$ cat src/hw/rtl/periodic_alarm_table_top_macros.svh
// ----------------------------------------------------------------------------
// Alarm table assertion macros
// Concurrent assertion templates used by the alarm table top module.
// ----------------------------------------------------------------------------
`ifndef PERIODIC_ALARM_TABLE_TOP_MACROS_SVH
`define PERIODIC_ALARM_TABLE_TOP_MACROS_SVH
// Checks that an implication holds on every clock edge out of reset.
`define PAT_ASSERT_IMPL(lbl, ante, cons) \
    lbl: assert property (@(posedge clk) disable iff (!rst_n) (ante) |-> (cons)) \
        else $error("assertion failed");
// Checks that a condition holds in the cycle after another holds.
`define PAT_ASSERT_NEXT(lbl, ante, cons) \
    lbl: assert property (@(posedge clk) disable iff (!rst_n) (ante) |=> (cons)) \
        else $error("assertion failed");
`endif

$ cat src/hw/rtl/pat_pkg.sv
// ----------------------------------------------------------------------------
// Alarm table package
// Shared constants and types of the periodic alarm table.
// ----------------------------------------------------------------------------
`default_nettype none
package pat_pkg;
    localparam int NUM_ALARMS_DEF   = 8;
    localparam int ALARM_PERIOD_DEF = 5;
    localparam int DECREMENT        = 5;

    typedef enum logic [1:0] {
        ACT_TICK   = 2'd0,
        ACT_ADD    = 2'd1,
        ACT_REMOVE = 2'd2,
        ACT_QUERY  = 2'd3
    } action_t;

    typedef enum logic [1:0] {
        ST_OK      = 2'd0,
        ST_LOW     = 2'd1,
        ST_FULL    = 2'd2,
        ST_NOTFND  = 2'd3
    } status_t;

    typedef enum logic [2:0] {
        FSM_IDLE, FSM_MOD, FSM_SCAN, FSM_OUT, FSM_REPLY
    } fsm_t;

    localparam logic REG_ENABLE = 1'b0;
    localparam logic REG_PERIOD = 1'b1;

    // Command broadcast to every slot cell of the chain.
    typedef struct packed {
        logic        tick;     // period boundary decrement
        logic        add;
        logic        remove;
        logic        query;
        logic [5:0]  id;       // target id of remove/query
        logic [30:0] start;
        logic        rearm;
    } cell_cmd_t;

    // Report returned by one slot cell.
    typedef struct packed {
        logic        valid;
        logic        fire;
        logic [30:0] reload;
        logic [31:0] remaining;
    } cell_rpt_t;
endpackage
`default_nettype wire

$ cat src/hw/rtl/pat_if.sv
// ----------------------------------------------------------------------------
// Alarm table channels
// Valid/ready channel interfaces for input and result items.
// ----------------------------------------------------------------------------
`default_nettype none
interface pat_in_if;
    logic        valid;
    logic        ready;
    logic [1:0]  action;
    logic [30:0] start_ticks;
    logic        rearm;
    logic [2:0]  target_id;
    modport source (output valid, action, start_ticks, rearm, target_id, input ready);
    modport sink (input valid, action, start_ticks, rearm, target_id, output ready);
endinterface

interface pat_out_if;
    logic        valid;
    logic        ready;
    logic [1:0]  status;
    logic [2:0]  result_id;
    logic signed [31:0] remaining;
    logic        fired;
    logic [30:0] reload_ticks;
    logic [63:0] tick_now;
    logic        preempt_due;
    logic        last;
    modport source (output valid, status, result_id, remaining, fired, reload_ticks,
                    tick_now, preempt_due, last, input ready);
    modport sink (input valid, status, result_id, remaining, fired, reload_ticks,
                  tick_now, preempt_due, last, output ready);
endinterface
`default_nettype wire

$ cat src/hw/rtl/pat_cell.sv
// ----------------------------------------------------------------------------
// Alarm slot cell
// Holds one alarm slot and applies the command it receives.
// ----------------------------------------------------------------------------
`default_nettype none
module pat_cell #(
    parameter int IDX = 0
) (
    input  wire logic            clk,
    input  wire logic            rst_n,
    input  wire logic            cmd_en,
    input  pat_pkg::cell_cmd_t   cmd,
    input  wire logic            add_here,
    output pat_pkg::cell_rpt_t   rpt
);
    import pat_pkg::*;

    logic        valid_reg, valid_next;
    logic signed [31:0] rem_reg, rem_next;
    logic [30:0] reload_reg;
    logic        rearm_reg;
    logic signed [31:0] dec;
    logic        hit;

    // Decrement for the period boundary.
    assign dec = (rem_reg > 0) ? rem_reg - 32'(DECREMENT) : rem_reg;
    assign hit = (cmd.id == 6'(IDX));

    // Next state of the slot.
    always_comb
    begin
        valid_next = valid_reg;
        rem_next   = rem_reg;
        if (cmd_en && cmd.tick && valid_reg)
        begin
            rem_next = dec;
            if (dec <= 0 && rearm_reg)
                rem_next = {1'b0, reload_reg};
        end
        else if (cmd_en && cmd.add && add_here)
        begin
            valid_next = 1'b1;
            rem_next   = {1'b0, cmd.start};
        end
        else if (cmd_en && cmd.remove && hit)
            valid_next = 1'b0;
    end

    always_ff @(posedge clk or negedge rst_n)
    begin
        if (!rst_n)
            valid_reg <= 1'b0;
        else
            valid_reg <= valid_next;
    end

    always_ff @(posedge clk)
    begin
        rem_reg <= rem_next;
        if (cmd_en && cmd.add && add_here)
        begin
            reload_reg <= cmd.start;
            rearm_reg  <= cmd.rearm;
        end
    end

    // Report: fire flag is registered alongside the updated count.
    logic fire_reg;
    always_ff @(posedge clk or negedge rst_n)
    begin
        if (!rst_n)
            fire_reg <= 1'b0;
        else if (cmd_en)
            fire_reg <= cmd.tick && valid_reg && (dec <= 0);
    end

    assign rpt.valid     = valid_reg;
    assign rpt.fire      = fire_reg;
    assign rpt.reload    = reload_reg;
    assign rpt.remaining = rem_reg;
endmodule
`default_nettype wire

$ cat src/hw/rtl/pat_chain.sv
// ----------------------------------------------------------------------------
// Alarm slot chain
// Row of slot cells with lowest-free-slot selection for add.
// ----------------------------------------------------------------------------
`default_nettype none
module pat_chain #(
    parameter int NUM_ALARMS = pat_pkg::NUM_ALARMS_DEF
) (
    input  wire logic            clk,
    input  wire logic            rst_n,
    input  wire logic            cmd_en,
    input  pat_pkg::cell_cmd_t   cmd,
    output pat_pkg::cell_rpt_t   rpt [NUM_ALARMS]
);
    import pat_pkg::*;

    // free_before[i]: some slot below i is free.
    logic [NUM_ALARMS:0] free_before;
    assign free_before[0] = 1'b0;

    for (genvar g = 0; g < NUM_ALARMS; g++)
    begin : g_cell
        assign free_before[g+1] = free_before[g] | ~rpt[g].valid;
        pat_cell #(.IDX(g)) u_cell (
            .clk      (clk),
            .rst_n    (rst_n),
            .cmd_en   (cmd_en),
            .cmd      (cmd),
            .add_here (~rpt[g].valid & ~free_before[g]),
            .rpt      (rpt[g])
        );
    end
endmodule
`default_nettype wire

$ cat src/hw/rtl/periodic_alarm_table_top.sv
// ----------------------------------------------------------------------------
// Periodic alarm table
// Timer tick driven alarm slots with add, remove and query by id.
// ----------------------------------------------------------------------------
// Usage: items enter on in_ch (valid/ready) and results leave on out_ch.
// A tick item yields one result per fired slot in id order, or a single
// result when none fires; every other item yields one result. The final
// result of an item carries last. Registers preempt_enable (address 0) and
// preempt_period (address 4) are written over the APB port while idle.
// A non-tick item passes through FSM_MOD and FSM_REPLY before its result
// is valid. A tick item first works out the bit-serial remainder of the
// tick count by preempt_period in FSM_MOD, then updates the slot cells,
// restarts the scan in FSM_SCAN and scans one slot per cycle in FSM_OUT
// while the result register is free. One item is in work at a time;
// ready is low while it is in work. A stalled receiver holds the result
// register and the scan. Reset clears the counters, the registers and
// all slot valid bits.
// ----------------------------------------------------------------------------
`default_nettype none
module periodic_alarm_table_top #(
    parameter int NUM_ALARMS   = pat_pkg::NUM_ALARMS_DEF,
    parameter int ALARM_PERIOD = pat_pkg::ALARM_PERIOD_DEF
) (
    input  wire logic        clk,
    input  wire logic        rst_n,
    pat_in_if.sink           in_ch,
    pat_out_if.source        out_ch,
    input  wire logic        psel,
    input  wire logic        penable,
    input  wire logic        pwrite,
    input  wire logic [2:0]  paddr,
    input  wire logic [31:0] pwdata,
    output logic [31:0]      prdata,
    output logic             pready
);
    import pat_pkg::*;
`include "periodic_alarm_table_top_macros.svh"

    localparam int IW = (NUM_ALARMS > 1) ? $clog2(NUM_ALARMS) : 1;
    localparam int PW = (ALARM_PERIOD > 1) ? $clog2(ALARM_PERIOD) : 1;

    // Configuration registers.
    logic        en_reg;
    logic [31:0] per_reg;
    assign pready = 1'b1;
    always_ff @(posedge clk or negedge rst_n)
    begin
        if (!rst_n)
        begin
            en_reg  <= 1'b0;
            per_reg <= '0;
        end
        else if (psel && penable && pwrite && paddr[1:0] == 2'b00 && paddr[2] == REG_ENABLE)
            en_reg <= pwdata[0];
        else if (psel && penable && pwrite && paddr[1:0] == 2'b00 && paddr[2] == REG_PERIOD)
            per_reg <= pwdata;
    end
    always_comb
    begin
        prdata = '0;
        if (paddr[2] == REG_ENABLE)
            prdata = {31'b0, en_reg};
        else
            prdata = per_reg;
    end

    fsm_t state_reg, state_next;
    logic [63:0] tick_reg;
    logic [PW-1:0] phase_reg;
    logic [1:0]  act_reg;
    logic [30:0] start_reg;
    logic        rearm_reg;
    logic [2:0]  id_reg;
    logic        boundary_reg;
    logic [IW:0] scan_reg;
    logic        any_reg;
    logic [6:0]  mcnt_reg;
    logic [31:0] mrem_reg;
    logic [5:0]  bit_idx;
    logic [32:0] mrem_sh;
    logic [32:0] mrem_next;
    logic        div_step;
    logic        due;
    cell_rpt_t   rpt [NUM_ALARMS];
    cell_cmd_t   cmd;
    logic        cmd_en;
    logic        in_fire, out_fire;
    logic        full, has_free;
    logic [IW-1:0] free_id;
    logic        id_ok;
    logic [IW-1:0] scan_idx;
    logic [IW-1:0] free_id_reg;
    logic          full_reg;
    logic          id_ok_reg;
    logic [NUM_ALARMS-1:0] later_fire;
    logic        ovalid_reg;
    logic [1:0]  ost_reg;
    logic [2:0]  oid_reg;
    logic [31:0] orem_reg;
    logic        ofired_reg;
    logic [30:0] orel_reg;
    logic        odue_reg;
    logic        olast_reg;
    logic        tick_wait;
    logic        scan_end;

    assign in_fire  = in_ch.valid && in_ch.ready;
    assign out_fire = out_ch.valid && out_ch.ready;
    assign scan_idx = scan_reg[IW-1:0];

    // Lowest free slot, for the add reply.
    always_comb
    begin
        has_free = 1'b0;
        free_id  = '0;
        for (int i = NUM_ALARMS - 1; i >= 0; i--)
            if (!rpt[i].valid)
            begin
                has_free = 1'b1;
                free_id  = IW'(i);
            end
    end
    assign full  = !has_free;
    assign id_ok = ({3'b0, id_reg} < 6'(NUM_ALARMS)) && rpt[id_reg[IW-1:0]].valid;

    // Command to the cells, applied at the end of FSM_MOD.
    always_comb
    begin
        cmd.tick   = (act_reg == ACT_TICK) && boundary_reg;
        cmd.add    = (act_reg == ACT_ADD) && start_reg >= 31'(ALARM_PERIOD);
        cmd.remove = (act_reg == ACT_REMOVE) && id_ok;
        cmd.query  = (act_reg == ACT_QUERY);
        cmd.id     = {3'b0, id_reg};
        cmd.start  = start_reg;
        cmd.rearm  = rearm_reg;
    end

    // Next state.
    always_comb
    begin
        state_next = state_reg;
        unique case (state_reg)
            FSM_IDLE:  if (in_fire) state_next = FSM_MOD;
            FSM_MOD:
                if (act_reg != ACT_TICK) state_next = FSM_REPLY;
                else if (mcnt_reg == 7'd0) state_next = FSM_SCAN;
            FSM_SCAN:  state_next = FSM_OUT;
            FSM_OUT:
                if (out_fire && out_ch.last) state_next = FSM_IDLE;
            FSM_REPLY: state_next = FSM_OUT;
            default:   state_next = FSM_IDLE;
        endcase
    end

    // Outputs of the state machine.
    always_comb
    begin
        in_ch.ready = (state_reg == FSM_IDLE);
        cmd_en      = (state_reg == FSM_MOD) && (act_reg != ACT_TICK || mcnt_reg == 7'd0);
    end

    // Restoring remainder of the tick count by the preemption period, one
    // bit of the count per cycle from the top bit down.
    assign div_step  = (state_reg == FSM_MOD) && (act_reg == ACT_TICK) && (mcnt_reg != 7'd0);
    assign bit_idx   = 6'(mcnt_reg - 7'd1);
    assign mrem_sh   = {mrem_reg, tick_reg[bit_idx]};
    assign mrem_next = (mrem_sh >= {1'b0, per_reg}) ? mrem_sh - {1'b0, per_reg} : mrem_sh;

    assign due = en_reg && per_reg != 32'd0 && mrem_reg == 32'd0;

    // Pending fires above the scan position, to mark the last result.
    always_comb
    begin
        for (int i = 0; i < NUM_ALARMS; i++)
            later_fire[i] = rpt[i].fire && ((IW+1)'(i) > scan_reg);
    end

    assign tick_wait = (state_reg == FSM_OUT) && (act_reg == ACT_TICK) && !olast_reg;
    assign scan_end  = (scan_reg == (IW+1)'(NUM_ALARMS - 1));

    // Datapath and output register.
    always_ff @(posedge clk or negedge rst_n)
    begin
        if (!rst_n)
        begin
            state_reg  <= FSM_IDLE;
            tick_reg   <= '0;
            phase_reg  <= '0;
            ovalid_reg <= 1'b0;
            olast_reg  <= 1'b0;
            scan_reg   <= '0;
            any_reg    <= 1'b0;
            mcnt_reg   <= '0;
            mrem_reg   <= '0;
        end
        else
        begin
            state_reg <= state_next;
            if (in_fire)
            begin
                act_reg   <= in_ch.action;
                start_reg <= in_ch.start_ticks;
                rearm_reg <= in_ch.rearm;
                id_reg    <= in_ch.target_id;
                mcnt_reg  <= 7'd64;
                mrem_reg  <= '0;
                if (in_ch.action == ACT_TICK)
                begin
                    tick_reg <= tick_reg + 64'd1;
                    boundary_reg <= (phase_reg == PW'(ALARM_PERIOD - 1));
                    phase_reg <= (phase_reg == PW'(ALARM_PERIOD - 1)) ? '0
                                 : phase_reg + PW'(1);
                end
            end
            // One remainder step per cycle.
            if (div_step)
            begin
                mcnt_reg <= mcnt_reg - 7'd1;
                mrem_reg <= mrem_next[31:0];
            end
            if (state_reg == FSM_SCAN)
            begin
                scan_reg <= '0;
                any_reg  <= 1'b0;
            end
            // Result register.
            if (out_fire)
                ovalid_reg <= 1'b0;
            if (state_reg == FSM_REPLY)
            begin
                ovalid_reg <= 1'b1;
                olast_reg  <= 1'b1;
                ofired_reg <= 1'b0;
                orel_reg   <= '0;
                odue_reg   <= 1'b0;
                orem_reg   <= '0;
                oid_reg    <= id_reg;
                ost_reg    <= ST_OK;
                unique case (act_reg)
                    ACT_ADD:
                        if (start_reg < 31'(ALARM_PERIOD))
                        begin
                            ost_reg <= ST_LOW; oid_reg <= '0;
                        end
                        else
                            oid_reg <= 3'(free_id_reg);
                    ACT_REMOVE:
                        if (!id_ok_reg) ost_reg <= ST_NOTFND;
                    ACT_QUERY:
                        if (!id_ok_reg) ost_reg <= ST_NOTFND;
                        else orem_reg <= rpt[id_reg[IW-1:0]].remaining;
                    default: ;
                endcase
                if (act_reg == ACT_ADD && start_reg >= 31'(ALARM_PERIOD) && full_reg)
                begin
                    ost_reg <= ST_FULL; oid_reg <= '0;
                end
            end
            // Scan of the cells, one per cycle, when the result register is free.
            if (tick_wait && (!ovalid_reg || out_fire))
            begin
                scan_reg <= scan_reg + (IW+1)'(1);
                if (rpt[scan_idx].fire || (scan_end && !any_reg))
                begin
                    ovalid_reg <= 1'b1;
                    any_reg    <= 1'b1;
                    ost_reg    <= ST_OK;
                    oid_reg    <= rpt[scan_idx].fire ? 3'(scan_idx) : 3'd0;
                    orem_reg   <= '0;
                    ofired_reg <= rpt[scan_idx].fire;
                    orel_reg   <= rpt[scan_idx].fire ? rpt[scan_idx].reload : '0;
                    odue_reg   <= due;
                    olast_reg  <= scan_end || !(|later_fire);
                end
            end
            if (state_reg == FSM_SCAN)
                olast_reg <= 1'b0;
        end
    end

    // Add/remove decisions taken before the cells update.
    always_ff @(posedge clk)
    begin
        if (cmd_en)
        begin
            free_id_reg <= free_id;
            full_reg    <= full;
            id_ok_reg   <= id_ok;
        end
    end

    pat_chain #(.NUM_ALARMS(NUM_ALARMS)) u_chain (
        .clk    (clk),
        .rst_n  (rst_n),
        .cmd_en (cmd_en),
        .cmd    (cmd),
        .rpt    (rpt)
    );

    assign out_ch.valid        = ovalid_reg;
    assign out_ch.status       = ost_reg;
    assign out_ch.result_id    = oid_reg;
    assign out_ch.remaining    = orem_reg;
    assign out_ch.fired        = ofired_reg;
    assign out_ch.reload_ticks = orel_reg;
    assign out_ch.tick_now     = tick_reg;
    assign out_ch.preempt_due  = odue_reg;
    assign out_ch.last         = olast_reg;

    `PAT_ASSERT_IMPL(a_busy_noready, state_reg != FSM_IDLE, !in_ch.ready)
    `PAT_ASSERT_NEXT(a_last_idle, out_fire && out_ch.last, state_reg == FSM_IDLE)
    `PAT_ASSERT_NEXT(a_out_hold, out_ch.valid && !out_ch.ready, out_ch.valid)
endmodule
`default_nettype wire

$ cat src/flat_wrapper.sv
// flat-port wrapper written by rule: the top's interface ports become plain ports
module periodic_alarm_table_top_flat import pat_pkg::*;
#(
    parameter int NUM_ALARMS   = pat_pkg::NUM_ALARMS_DEF,
    parameter int ALARM_PERIOD = pat_pkg::ALARM_PERIOD_DEF
)
  (clk, rst_n, psel, penable, pwrite, paddr, pwdata, prdata, pready, in_ch_valid, in_ch_action, in_ch_start_ticks, in_ch_rearm, in_ch_target_id, in_ch_ready, out_ch_valid, out_ch_status, out_ch_result_id, out_ch_remaining, out_ch_fired, out_ch_reload_ticks, out_ch_tick_now, out_ch_preempt_due, out_ch_last, out_ch_ready);
  pat_in_if in_ch_i ();
  pat_out_if out_ch_i ();
  input  wire logic clk;
  input  wire logic rst_n;
  input  wire logic psel;
  input  wire logic penable;
  input  wire logic pwrite;
  input  wire logic [2:0] paddr;
  input  wire logic [31:0] pwdata;
  output logic [31:0] prdata;
  output logic pready;
  input wire logic [$bits(in_ch_i.valid)-1:0] in_ch_valid;
  input wire logic [$bits(in_ch_i.action)-1:0] in_ch_action;
  input wire logic [$bits(in_ch_i.start_ticks)-1:0] in_ch_start_ticks;
  input wire logic [$bits(in_ch_i.rearm)-1:0] in_ch_rearm;
  input wire logic [$bits(in_ch_i.target_id)-1:0] in_ch_target_id;
  output wire logic [$bits(in_ch_i.ready)-1:0] in_ch_ready;
  output wire logic [$bits(out_ch_i.valid)-1:0] out_ch_valid;
  output wire logic [$bits(out_ch_i.status)-1:0] out_ch_status;
  output wire logic [$bits(out_ch_i.result_id)-1:0] out_ch_result_id;
  output wire logic [$bits(out_ch_i.remaining)-1:0] out_ch_remaining;
  output wire logic [$bits(out_ch_i.fired)-1:0] out_ch_fired;
  output wire logic [$bits(out_ch_i.reload_ticks)-1:0] out_ch_reload_ticks;
  output wire logic [$bits(out_ch_i.tick_now)-1:0] out_ch_tick_now;
  output wire logic [$bits(out_ch_i.preempt_due)-1:0] out_ch_preempt_due;
  output wire logic [$bits(out_ch_i.last)-1:0] out_ch_last;
  input wire logic [$bits(out_ch_i.ready)-1:0] out_ch_ready;
  assign in_ch_i.valid = in_ch_valid;
  assign in_ch_i.action = in_ch_action;
  assign in_ch_i.start_ticks = in_ch_start_ticks;
  assign in_ch_i.rearm = in_ch_rearm;
  assign in_ch_i.target_id = in_ch_target_id;
  assign in_ch_ready = in_ch_i.ready;
  assign out_ch_valid = out_ch_i.valid;
  assign out_ch_status = out_ch_i.status;
  assign out_ch_result_id = out_ch_i.result_id;
  assign out_ch_remaining = out_ch_i.remaining;
  assign out_ch_fired = out_ch_i.fired;
  assign out_ch_reload_ticks = out_ch_i.reload_ticks;
  assign out_ch_tick_now = out_ch_i.tick_now;
  assign out_ch_preempt_due = out_ch_i.preempt_due;
  assign out_ch_last = out_ch_i.last;
  assign out_ch_i.ready = out_ch_ready;
  periodic_alarm_table_top #(.NUM_ALARMS(NUM_ALARMS), .ALARM_PERIOD(ALARM_PERIOD)) u_core (.clk(clk), .rst_n(rst_n), .in_ch(in_ch_i), .out_ch(out_ch_i), .psel(psel), .penable(penable), .pwrite(pwrite), .paddr(paddr), .pwdata(pwdata), .prdata(prdata), .pready(pready));
endmodule
$ cat config.mk
export PLATFORM = sky130hd
export DESIGN_NAME = periodic_alarm_table_top_flat
export DESIGN_NICKNAME = d
export VERILOG_FILES = /design/src/hw/rtl/pat_pkg.sv /design/src/hw/rtl/pat_if.sv /design/src/hw/rtl/pat_cell.sv /design/src/hw/rtl/pat_chain.sv /design/src/hw/rtl/periodic_alarm_table_top.sv /design/src/flat_wrapper.sv
export VERILOG_INCLUDE_DIRS = /design/src /design/src/hw/rtl
export SDC_FILE = /design/constraint.sdc
export NUM_CORES = 2
export LEC_CHECK = 0
export BUFFER_PORTS_ARGS = -buffer_cell sky130_fd_sc_hd__buf_2
export CORE_ASPECT_RATIO = 1.25
export CORE_UTILIZATION = 29
export CTS_CLUSTER_SIZE = 8
export DETAILED_ROUTE_END_ITERATION = 6
export PLACE_DENSITY = 0.42
export SLEW_MARGIN = 20
export SYNTH_ARGS = -nofsm -noshare
export SYNTH_HDL_FRONTEND = slang
export SYNTH_SLANG_ARGS = --single-unit
$ cat constraint.sdc
create_clock -name clk -period 6.2 [get_ports clk]
set_clock_uncertainty 0.15 [all_clocks]
set_input_delay 0.93 -clock clk [delete_from_list [all_inputs] [get_ports clk]]
set_output_delay 0.93 -clock clk [all_outputs]
set_load 0.05 [all_outputs]
==> flow_results.xml <==
<?xml version="1.0" encoding="UTF-8"?>
<metrics>
  <group name="outcome">
    <metric name="status" unit="">finished, violations left</metric>
    <metric name="violations" unit="">DRC</metric>
  </group>
  <group name="floorplan">
    <metric name="top_level_ports" unit="">249</metric>
    <metric name="rows" unit="">164</metric>
    <metric name="dieWidth" unit="um">361</metric>
    <metric name="floorplan.initialDensity" unit="">0.292</metric>
    <metric name="coreArea" unit="um2">160000</metric>
    <metric name="die-area" unit="um2">162000</metric>
    <metric name="dieHeight" unit="um">450</metric>
  </group>
  <group name="detailed_routing">
    <metric name="wirelength_per_cell" unit="um">30.5</metric>
    <metric name="vias_per_cell" unit="">5.69</metric>
    <metric name="drt_first_pass_iters" unit="">7</metric>
    <metric name="drc_errors" unit="">6</metric>
    <metric name="drt-initial-drc-count" unit="">3692</metric>
    <metric name="final_antenna_net_count" unit="">0</metric>
    <metric name="wl" unit="um">202000</metric>
    <metric name="vias" unit="">37801</metric>
  </group>
  <group name="placed_design">
    <metric name="placement.cell_area" unit="um2">50600</metric>
    <metric name="hpwl" unit="um">153000</metric>
    <metric name="gp_routability_congestion" unit="">0.961</metric>
    <metric name="port_buffers" unit="">247</metric>
  </group>
  <group name="setup_path">
    <metric name="required" unit="ns">6.74</metric>
    <metric name="crit_path_start_kind" unit="">flop</metric>
    <metric name="path_max_fanout" unit="">21</metric>
    <metric name="crit_arrival" unit="ns">6.10</metric>
    <metric name="critical_path_class" unit="">flop to flop</metric>
    <metric name="critPathCaptureType" unit="">flop</metric>
  </group>
  <group name="sta">
    <metric name="fmaxAchievable" unit="MHz">180</metric>
    <metric name="setup_viol" unit="">0</metric>
    <metric name="finalMaxSlewViolations" unit="">0</metric>
    <metric name="fin_crit_sh" unit="">0.898</metric>
    <metric name="worst_hold_slack" unit="ns">0.157</metric>
    <metric name="total_neg_setup_slack" unit="ns">0</metric>
    <metric name="tightest_slew" unit="ns">1.00</metric>
    <metric name="max-slew-margin-rel" unit="">0.327</metric>
    <metric name="post_layout_min_period" unit="ns">5.57</metric>
    <metric name="grt_setup_unrepaired" unit="">no</metric>
    <metric name="final_hold_viol_count" unit="">0</metric>
  </group>
  <group name="finish">
    <metric name="largest_register_ffs" unit="">256</metric>
    <metric name="drive_above_1_share" unit="">0.181</metric>
    <metric name="postLayoutCellArea" unit="um2">53900</metric>
    <metric name="nNetsFinal" unit="">4641</metric>
    <metric name="layout-area-overhead-vs-synth" unit="%">15.6</metric>
  </group>
  <group name="power_and_ir_drop">
    <metric name="worst_ir_drop_vdd" unit="V">0.000229</metric>
    <metric name="p_per_area" unit="nW/um2">333</metric>
    <metric name="p_leak" unit="nW">19.2</metric>
  </group>
  <group name="yosys">
    <metric name="syn_area" unit="um2">46600</metric>
    <metric name="synth_edf_count" unit="">625</metric>
    <metric name="synth.yosys.seq_area_share" unit="">0.491</metric>
    <metric name="synth_largest_area_cell" unit="">edfxtp_1</metric>
    <metric name="synth.top_cell.area_share" unit="">0.403</metric>
    <metric name="syn_avg_cell_area" unit="um2">10.9</metric>
    <metric name="dominantRegCellSynth" unit="">edfxtp_1</metric>
    <metric name="yosysUniqueCellTypes" unit="">92</metric>
    <metric name="netlist_instances" unit="">4281</metric>
    <metric name="synthArstFlopShare" unit="">0.209</metric>
    <metric name="post_synthesis_net_count" unit="">4417</metric>
    <metric name="yosys_warnings" unit="">0</metric>
    <metric name="synth_seq_cells" unit="">790</metric>
    <metric name="netlist_top_cells_area" unit="">edfxtp_1 40%, dfrtp_1 8.9%, mux4_2 7.2%</metric>
  </group>
  <group name="grt">
    <metric name="wire_length_of_the_first_global_routing_pass" unit="um">284000</metric>
    <metric name="globalRouteOverflowTotal" unit="">0</metric>
    <metric name="initial_antenna_violation_count" unit="">14</metric>
    <metric name="grt_pass1_vias" unit="">37128</metric>
    <metric name="grt_start_max_net_pins" unit="">123</metric>
    <metric name="grt.total_usage" unit="">0.244</metric>
  </group>
  <group name="cts">
    <metric name="cts_buffer_depth" unit="">3</metric>
    <metric name="cts.sink_count" unit="">790</metric>
    <metric name="clk-insertion-delay-late" unit="ns">0.80</metric>
    <metric name="cts.htree.levels" unit="">3</metric>
    <metric name="tritoncts" unit="">built</metric>
    <metric name="cts.reportedPaths.clkPinSlew" unit="ns">0.06</metric>
    <metric name="cts.root.buffer_cell" unit="">clkbuf_16</metric>
    <metric name="numCtsBuffers" unit="">111</metric>
  </group>
  <group name="hold_path">
    <metric name="min_path_type" unit="">input pin to flop</metric>
  </group>
  <group name="flow_run">
    <metric name="max_cap_viol_count" unit="">0</metric>
  </group>
</metrics>
## per-stage QoR
step / utilization / setup WS, ns / cells / power [W]
CTS: 0.337 / 0.136 / 6635 / 0.0182
global placement: 0.317 / 0.216 / 6465 / 0.0121
detailed placement: 0.317 / 0.175 / 6466 / 0.0121
global route: 0.337 / 0.191 / 6637 / 0.0188
finish: 0.337 / 0.633 / 6639 / 0.0180
floorplan: - / 0.104 / 4281 / 0.0104
## path summary, 6_finish.rpt
check                                        start                         end  slack (ns)  depth (start not counted)
max in group asynchronous                    rst_n           u_core.per_reg[6]        4.13                          3
worst min register to register  u_core.mcnt_reg[6]          u_core.mcnt_reg[6]        0.31                          1
worst max-delay path            u_core.mcnt_reg[1]          u_core.mrem_reg[1]        0.63                         19
worst min-delay path            in_ch_target_id[1]            u_core.id_reg[1]        0.16                          1
worst max register to register  u_core.mcnt_reg[1]          u_core.mrem_reg[1]        0.63                         19
min in group asynchronous                    rst_n  u_core.out_ch.tick_now[27]        0.58                          2
## logic make-up (layout without fill, tap and decap cells)
kind of cell	count (synthesis)	after routing	share of synthesized area
xor+xnor	273	273	0.0513
buf+inv	422	701	0.0353
mux	380	380	0.124
flops	790	790	0.491
other cells	1	5	0.0000805
fa+ha+maj	58	58	0.0157
simple gates	1521	1521	0.168
compound gates	836	836	0.114
## repair_timing
item	in CTS	in global routing
hold buffers	1	0
gates resized for setup	0	2
setup endpoints to repair	0	19
setup buffers	0	0
hold endpoints to repair	41	0
## synthesized netlist by cell type, drive strengths merged (49+ instances only)
library cell and instances:
a21oi 142, dfrtp 165, mux4 150, nor2 248, nor3 150, or3 49, mux2 79, ha 56
o21ai 317, clkbuf 212, inv 150, nand3 141, mux2i 151, nand2 419, or4 57, buf 60
edfxtp 625, xor2 100, nand4 58, xnor2 173, nor4 120, and2 82
## placed cells by master, fill, tap and decap left out, types with 21 or more instances in the layout
cell type,count
nand4_1,58
nor2b_1,21
o31ai_1,31
a31oi_1,22
inv_1,150
ha_1,55
mux2i_1,151
or4_1,55
buf_4,131
nor2_1,241
a221o_1,31
nor3_1,145
and2_1,80
dfrtp_1,162
nand3_1,140
or3_1,49
clkbuf_1,46
a21o_1,35
o221ai_1,22
xor2_1,100
o21ai_0,310
nand2_1,414
a211oi_1,27
clkbuf_16,112
a22oi_1,47
xnor2_1,173
a21oi_1,141
o211ai_1,33
mux2_2,79
nor4_1,116
edfxtp_1,625
nand2b_1,26
buf_2,246
mux4_2,150
or2_2,29
and3_1,26
## routing by layer
layer,global-route usage,up-vias,part of all wire
met5,0,-,0.000099
met4,0.104,2,0.044
met3,0.0370,334,0.057
met2,0.415,1431,0.49
met1,0.306,19334,0.41
li1,-,16700,-
## power by group
part / switching [W] / internal, W
combinational: 0.00321 / 0.00201
clock: 0.00258 / 0.00335
sequential: 0.000565 / 0.00624
total: 0.00636 / 0.0116
## final cells by class
| cell class | instances | area [um2] |
|---|---|---|
| fill | 16163 | 106000 |
| sequential | 790 | 22900 |
| multi-input combinational | 3069 | 22300 |
| clock buffer | 159 | 2990 |
| tap | 2075 | 2600 |
| timing repair buffer | 383 | 2320 |
| inverter | 150 | 563 |
| clock inverter | 9 | 211 |
| antenna | 4 | 10.0 |
## critical path, cell delays in order (launching register included)
cell       delay (ns)
dfrtp_1          0.39
inv_1            0.08
ha_2             0.54
mux4_2           0.56
mux4_2           0.47
mux2_2           0.27
o21ai_0          0.26
buf_4            0.18
ha_1             0.14
nor2b_1          0.04
o21a_1           0.17
o211ai_1         0.29
a211oi_1         0.17
o2111ai_1        0.26
nand2_1          0.09
o21ai_1          0.36
a21oi_4          0.27
buf_4            0.32
mux2_2           0.30
o21ai_0          0.14
(Power assumes the default switching activity.)
